### src/hdl/rdq_pkg.sv
package rdq_pkg;

    // width of the data words on the channels
    localparam int WORD_W = 64;

    // width of the entry count on the result channel
    localparam int CNT_W = 7;

    typedef enum logic [2:0] {
        OP_PUSH_FRONT = 3'd0,
        OP_PUSH_BACK  = 3'd1,
        OP_POP_FRONT  = 3'd2,
        OP_POP_BACK   = 3'd3,
        OP_REVERSE    = 3'd4,
        OP_PEEK       = 3'd5
    } t_opcode;

    typedef logic [1:0] t_status;

    localparam t_status STAT_OK    = 2'd0;
    localparam t_status STAT_EMPTY = 2'd1;
    localparam t_status STAT_FULL  = 2'd2;

    typedef enum logic [1:0] {
        S_IDLE,
        S_EXEC,
        S_READ,
        S_RESP
    } t_state;

    typedef struct packed {
        logic load;
        logic exec;
        logic rd;
    } t_rdq_cmd;

endpackage

### src/hdl/rdq_ctrl.sv
module rdq_ctrl (
    input  logic              i_clk,
    input  logic              i_rst_n,
    input  logic              i_in_valid,
    output logic              o_in_ready,
    output logic              o_out_valid,
    input  logic              i_out_ready,
    output rdq_pkg::t_rdq_cmd o_cmd
);

    rdq_pkg::t_state r_state;
    rdq_pkg::t_state n_state;

    always_ff @(posedge i_clk) begin
        if (!i_rst_n) begin
            r_state <= rdq_pkg::S_IDLE;
        end else begin
            r_state <= n_state;
        end
    end

    always_comb begin
        n_state = r_state;
        unique case (r_state)
            rdq_pkg::S_IDLE: begin
                if (i_in_valid) begin
                    n_state = rdq_pkg::S_EXEC;
                end
            end
            rdq_pkg::S_EXEC: n_state = rdq_pkg::S_READ;
            rdq_pkg::S_READ: n_state = rdq_pkg::S_RESP;
            rdq_pkg::S_RESP: begin
                if (i_out_ready) begin
                    n_state = rdq_pkg::S_IDLE;
                end
            end
            default: n_state = rdq_pkg::S_IDLE;
        endcase
    end

    always_comb begin
        o_in_ready  = 1'b0;
        o_out_valid = 1'b0;
        o_cmd       = '0;
        unique case (r_state)
            rdq_pkg::S_IDLE: begin
                o_in_ready = 1'b1;
                o_cmd.load = i_in_valid;
            end
            rdq_pkg::S_EXEC: o_cmd.exec = 1'b1;
            rdq_pkg::S_READ: o_cmd.rd = 1'b1;
            rdq_pkg::S_RESP: o_out_valid = 1'b1;
            default: o_in_ready = 1'b0;
        endcase
    end

endmodule

### config.mk
export PLATFORM = sky130hd
export DESIGN_NAME = rdq_ctrl
export DESIGN_NICKNAME = d
export VERILOG_FILES = /design/src/hdl/rdq_pkg.sv /design/src/hdl/rdq_ctrl.sv
export SDC_FILE = /design/constraint.sdc
export NUM_CORES = 1
export LEC_CHECK = 0
export BUFFER_PORTS_ARGS = -buffer_cell sky130_fd_sc_hd__buf_2
export CAP_MARGIN = 5
export CORE_AREA = 2 2 39 41
export DETAILED_ROUTE_END_ITERATION = 12
export DIE_AREA = 0 0 41 43
export GPL_TIMING_DRIVEN = 0
export PLACE_DENSITY_LB_ADDON = 0.25
export SLEW_MARGIN = 10
export SYNTH_ARGS = -nofsm -noshare
export SYNTH_HDL_FRONTEND = slang
export SYNTH_SLANG_ARGS = --single-unit
### constraint.sdc
create_clock -name i_clk -period 1.1 [get_ports i_clk]
set_clock_uncertainty 0.05 [all_clocks]
set_input_delay 0.055 -clock i_clk [delete_from_list [all_inputs] [get_ports i_clk]]
set_output_delay 0.055 -clock i_clk [all_outputs]
set_load 0.005 [all_outputs]
Word level (Yosys, flattened, before mapping)
Cells that the tools add are included.
{"block": "totals", "reg_bits": 2, "latchBits": 0, "mem_bits_rw": 0, "mem_bits_ro": 0, "input_bits": 4, "out_inout_bits": 5, "wordCells": 16, "n_memories": 0}
{"block": "classes", "n_addsub": 0, "mul": 0, "n_div": 0, "n_lt_le_gt_ge": 0, "n_eq_ne": 5, "shifts": 0, "muxes": 8, "bitwise_logic": 0, "n_reduce_logical": 2}
{"op": "$pmux W2 S4", "n": 1}
{"op": "$mux W1", "n": 5}
{"op": "$eq A2 B2 Y1 const B", "n": 2}
{"op": "$mux W2", "n": 2}
{"op": "$ne A2 B2 Y1 const B", "n": 2}
{"op": "$eq A2 B1 Y1 const B", "n": 1}
{"op": "$logic_not A2 Y1", "n": 1}
{"op": "$reduce_and A2 Y1", "n": 1}

Depth between registers and ports, before layout
Gate-level depths: netlist (run 1).
{"block": "depth", "depth_word": 3, "mapped_depth": 4, "ltp_nobuf": 4}

Least setup slack after synthesis (run 1)
OpenSTA, ideal clock, no wires.
{"block": "synth_path", "path_kind": "flip-flop to flip-flop", "from": "register r_state[0]", "to": "register r_state[0]", "setup_time_ns": 0.115, "t_arrival_ns": 1.036, "t_required_ns": 0.935, "path_slack_ns": -0.101, "path_stages_with_launch": 5, "cell_sequence": "dfxtp_1 inv_1 ha_1 o31a_1 o21a_1"}
{"block": "synth_between", "elab_chain_cells": 3, "elab_cells_between_ends": 8}
{"element": "start: declaration", "line_no": "rdq_ctrl.sv:11", "rtl": "rdq_pkg::t_state r_state;"}
{"element": "start signal: assignment", "line_no": "rdq_ctrl.sv:16", "rtl": "r_state <= rdq_pkg::S_IDLE;"}
{"element": "start signal: assignment", "line_no": "rdq_ctrl.sv:18", "rtl": "r_state <= n_state;"}
{"element": "$eq A2 B2 Y1 or $logic_not A2 Y1 (tied branches)", "line_no": "rdq_ctrl.sv:24", "rtl": "unique case (r_state)"}
{"element": "$ne A2 B2 Y1 (no source line)"}
{"element": "$reduce_and A2 Y1 (no source line)"}
Several ways; a longest one is shown, not always the timed one.
A chain may end at the register's enable or synchronous reset.

==> run metrics, run 1 <==
status=complete, but fails checks; violated checks=setup timing; first-pass GRT wire length=614 microns; clock-pin transition on the worst setup and hold timing paths=0.03 ns; total track usage=5.81%; setup_tns=-0.0786 ns; crit-path max cell delay=0.37 ns; max cap viols=0; Area growth syn-to-layout=80.2%; die height=43 microns; Worst Hold Path EP=r_state[1]; worst path required time=1.00 ns; Setup CP Type=register to output port; clock latency on the worst-skew pair=0.22 ns; leakage=0.131 nW; Final nets=38; worst slew pin tran=0.114 ns; Hold WC Path Type=input port to register; most flop-heavy register=r_state; H-tree levels=1; Placed Area=259 sq um; final wirelength=362 microns; Final setup viols=2; cell area after synthesis=164 sq um; Design Area, Final=295 sq um; post-route minimum period=1.15 ns; worst path cell trace=inv_4 > ha_4 > and2_4 > buf_6; Hold Path Depth=3; power per cell area=2190 nW/um^2; RR Startpoint=r_state[0]; total gr overflow=0; Avg Inst Size Synth=9.64 sq um; remaining antenna violation count=0; TritonCTS Sinks=2; RSZ-0062 raised after global routing=yes; r2r worst-path depth=4; post-synthesis sequential area ratio=24.4%; Design Power=0.646 mW; R2R setup slack=-0.03 ns; Synthesized Nets=25; clock buffer count from CTS=3; reg2reg end=r_state[0]; RePlAce Congestion=0.524; Syn Inst Count=17; Worst setup SP type=register; relative slew slack=92.2%; detailed placement HPWL=304 microns; layout cells sized above 1=75.0%; Hold Crit Start=i_rst_n; #FFs+latches synth=2; Die Area=1760 sq um; top post-synthesis cells by area=ha_1, dfxtp_1, nor2b_4, inv_1, mux2i_1; DRT Pass-1 Iters=1; Yosys cell types=10; VDD IR max=0.459 mV; Fillers=165; setup ws final=-0.0501 ns; Yosys warning count=0; Max clock buf depth=2; vias=146; average wire per standard cell=8.23 microns; fin crit share=105%; initial DRC count=0; Critical Path AT=1.05 ns; Core Area=1380 sq um; I/O pin count=9; CP max-delay cell=dfxtp_4; vias per inst=3.32; Worst Setup End Kind=output port; number of global-route vias before repair=159; Largest regs=r_state: 2 flops; Largest register FFs=2; Achievable Freq=0.870 GHz; antenna cells=0; Synth top area share=30.5%; Chip Width=41 microns; clock root buffer=clkbuf_4; pin count of the biggest net entering global routing=5; port bufs=8; DRC=0; number of core rows=14; final hold violation count=0; critical path fanouts, max=4; largest area contributor in the netlist=ha_1; CTS tree=yes; initial core utilization=11.8%; Max Slew Vio Count=0; initial antenna violation count=0
layout by cell type (no fill, tap or decap):
master    n
ha_2      1
nand2_1   2
ha_4      2
o31a_1    1
nor2b_4   1
buf_2     7
dfxtp_4   2
inv_4     2
o21a_1    1
clkbuf_4  3
a21oi_2   1
inv_1     1
ha_1      1
buf_6     1
mux2i_1   1
and2_4    1
power by group:
part           switching, mW  internal (mW)  total [mW]
Clock                 0.0405          0.120       0.161
Combinational          0.131          0.185       0.316
Sequential            0.0538          0.116       0.170
Total                  0.225          0.421       0.646
cells in the mapped netlist:
cell and n:
and2_1 1, a21oi_2 1, o31a_1 1, dfxtp_1 2
ha_1 4, o21a_1 1, mux2i_1 1, nor2b_4 1
inv_1 3, nand2_1 2
critical path, delay by kind of cell (launching register included):
kind | cells | cell delay, ns
fa+ha+maj | 1 | 0.16
flops | 1 | 0.37
buf+inv | 2 | 0.15
simple gates | 1 | 0.13
repair_timing:
item | 4_1_cts | 5_1_grt
resized for setup | 1 | 3
endpoints found under the setup margin | 2 | 3
hold buffers | 0 | 0
pin swaps | 0 | 1
setup buffers | 0 | 0
hold endpoints to repair | 0 | 0
logic make-up (layout without fill, tap and decap cells):
logic type | after synthesis | count (layout) | share of synthesized area, %
adders and majority gates | 4 | 4 | 30.5
and+or+nand+nor | 4 | 4 | 16.8
AOI/OAI and AO/OA | 3 | 3 | 15.3
buffers and inverters | 3 | 14 | 6.87
DFF | 2 | 2 | 24.4
muxes | 1 | 1 | 6.11
worst max path at each step:
stage / end / from / cells past startpoint / slack, ns
finish: o_cmd[2] / r_state[0] / 4 / -0.05
global route: o_cmd[2] / r_state[0] / 4 / -0.09
CTS: o_cmd[2] / r_state[0] / 4 / -0.07
detailed placement: r_state[0] / r_state[0] / 4 / -0.04
global placement: r_state[0] / r_state[0] / 4 / -0.03
floorplan: r_state[0] / r_state[0] / 4 / -0.002
routing by layer:
| layer | GRT usage (%) | share of wire, % |
|---|---|---|
| met1 | 6.07 | 44 |
| met2 | 6.56 | 40 |
| met3 | 4.71 | 16 |
| met4 | 6.00 | 0 |
| met5 | 0 | 0 |
area by class of cell:
type                            count  area [sq um]  area share, %
Clock buffer                        3          22.5           7.63
Inverter                            3          16.3           5.51
Multi-Input combinational cell     12           143           48.3
Sequential cell                     2          47.5           16.1
Tap cell                           16          20.0           6.78
Timing Repair Buffer                8          46.3           15.7
stage by stage:
| stage | worst slack (ns) | std cells | hold slack [ns] | utilization (%) |
|---|---|---|---|---|
| floorplan | -0.00249 | 17 | 0.140 | - |
| global placement | -0.0265 | 41 | 0.284 | 18.7 |
| detailed placement | -0.0372 | 41 | 0.301 | 18.7 |
| CTS | -0.0698 | 44 | 0.0608 | 20.5 |
| global route | -0.0917 | 44 | 0.0676 | 21.3 |
| finish | -0.0501 | 44 | 0.0620 | 21.3 |
Power figures use the tool's default switching activity.
==> run 2, diff against run 1 <==
==> constraint.sdc (replaced) <==
create_clock -name i_clk -period 1.01 [get_ports i_clk]
set_clock_uncertainty 0.05 [all_clocks]
set_input_delay 0.0505 -clock i_clk [delete_from_list [all_inputs] [get_ports i_clk]]
set_output_delay 0.0505 -clock i_clk [all_outputs]
set_load 0.005 [all_outputs]
==> run 2 against run 1 <==
Effect of this change:
- non-clock buffer count did not move
- largest cell class unchanged
- sequential share of layout area unchanged
- final area stayed put
- register-to-register slack lost 0.09 ns
- utilization unchanged
- final cell count did not move
- sequential cell count unchanged
- the flow still finishes with violations (setup timing)
==> run metrics, run 2 (synthesis gave the netlist of run 1 again) <==
layout cells sized above 1=75.0%; initial DRC count=0; Largest register FFs=2; most frequent cells in the layout=buf_2, clkbuf_4; clock latency on the worst-skew pair=0.22 ns; Max Slew Vio Count=0; vias=146; r2r worst-path depth=4; Largest regs=r_state: 2 flops; Chip Width=41 microns; post-route minimum period=1.15 ns; met2 Track Usage GR=6.56%; Core Area=1380 sq um; M1 GR Usage=6.07%; initial core utilization=11.8%; relative slew slack=92.2%; initial antenna violation count=0; average wire per standard cell=8.23 microns; Top Usage Layer GRT=met2; R2R setup slack=-0.12 ns; clock root buffer=clkbuf_4; TritonCTS Sinks=2; fin crit share=113%; Worst Hold Path EP=r_state[1]; Final nets=38; reg2reg end=r_state[0]; most flop-heavy register=r_state; Critical Path AT=1.05 ns; antenna cells=0; Max clock buf depth=2; final hold violation count=0; worst hold margin=0.0575 ns; power per cell area=2380 nW/um^2; commonest non-fill, non-tap cell in the layout=buf_2; worst path required time=0.91 ns; grt met3 use=4.71%; RSZ-0062 raised after global routing=yes; Worst Setup End Kind=output port; clock-pin transition on the worst setup and hold timing paths=0.03 ns; Die Area=1760 sq um; Hold Crit Start=i_rst_n; critical path fanouts, max=4; worst slew pin tran=0.114 ns; pin count of the biggest net entering global routing=5; clock buffer count from CTS=3; total track usage=5.81%; CTS tree=yes; setup ws final=-0.136 ns; remaining antenna violation count=0; Placed Area=259 sq um; vias per inst=3.32; die height=43 microns; DRT Pass-1 Iters=1; leakage=0.131 nW; setup_tns=-0.394 ns; Hold WC Path Type=input port to register; fin util=21.3%; H-tree levels=1; detailed placement HPWL=304 microns; Area growth syn-to-layout=80.2%; max cap viols=0; RePlAce Congestion=0.524; port bufs=8; first-pass GRT wire length=614 microns; Setup CP Type=register to output port; Design Area, Final=295 sq um; total gr overflow=0; status=complete, but fails checks; number of core rows=14; Worst setup SP type=register; Final setup viols=6; DRC=0; I/O pin count=9; number of global-route vias before repair=159; Achievable Freq=0.873 GHz; RR Startpoint=r_state[0]; VDD IR max=0.500 mV; final wirelength=362 microns; Hold Path Depth=3; violated checks=setup timing
[run 2: worst max-delay path: stages (launching register included)]
cell	delay (ns)
dfxtp_4	0.37
inv_4	0.05
ha_4	0.16
and2_4	0.13
buf_6	0.10
[run 2: cell type report]
class                   instances  area, sq um
clock buffers                   3         22.5
fillers                       165         1090
inverters                       3         16.3
multi-input cells              12          143
flip-flops and latches          2         47.5
well taps                      16         20.0
repair buffers                  8         46.3
[run 2: routing by layer]
metal | part of all wire, % | vias to the layer above
met3 | 16 | 0
met2 | 40 | 9
met1 | 44 | 59
li1 | - | 78
met5 | 0 | -
met4 | 0 | 0
[run 2: power breakdown]
group / switching, mW / internal (mW)
registers: 0.0586 / 0.126
clock network: 0.0441 / 0.131
logic: 0.142 / 0.202
total: 0.245 / 0.459
[run 2: how the worst max path moves through the flow]
stage / startpoint / end / slack (ns) / cells after the start
after floorplan: r_state[0] / r_state[0] / -0.09 / 4
final: r_state[0] / o_cmd[2] / -0.14 / 4
after global placement: r_state[0] / r_state[0] / -0.12 / 4
after CTS: r_state[0] / o_cmd[2] / -0.16 / 4
after global routing: r_state[0] / o_cmd[2] / -0.18 / 4
after detailed placement: r_state[0] / r_state[0] / -0.13 / 4
[run 2: what timing repair did]
item / 4_1_cts / 5_1_grt
cloned: 0 / 0
hold buffers: 0 / 0
pin swaps: 0 / 1
gates resized for setup: 2 / 2
setup buffers: 0 / 0
setup endpoints to repair: 6 / 6
[run 2: per-stage QoR]
| step | instances | worst slack (ns) | power [mW] |
|---|---|---|---|
| finish | 44 | -0.136 | 0.704 |
| global route | 44 | -0.177 | 0.788 |
| CTS | 44 | -0.155 | 0.700 |
| detailed placement | 41 | -0.127 | 0.495 |
| global placement | 41 | -0.116 | 0.480 |
| floorplan | 17 | -0.0925 | 0.384 |
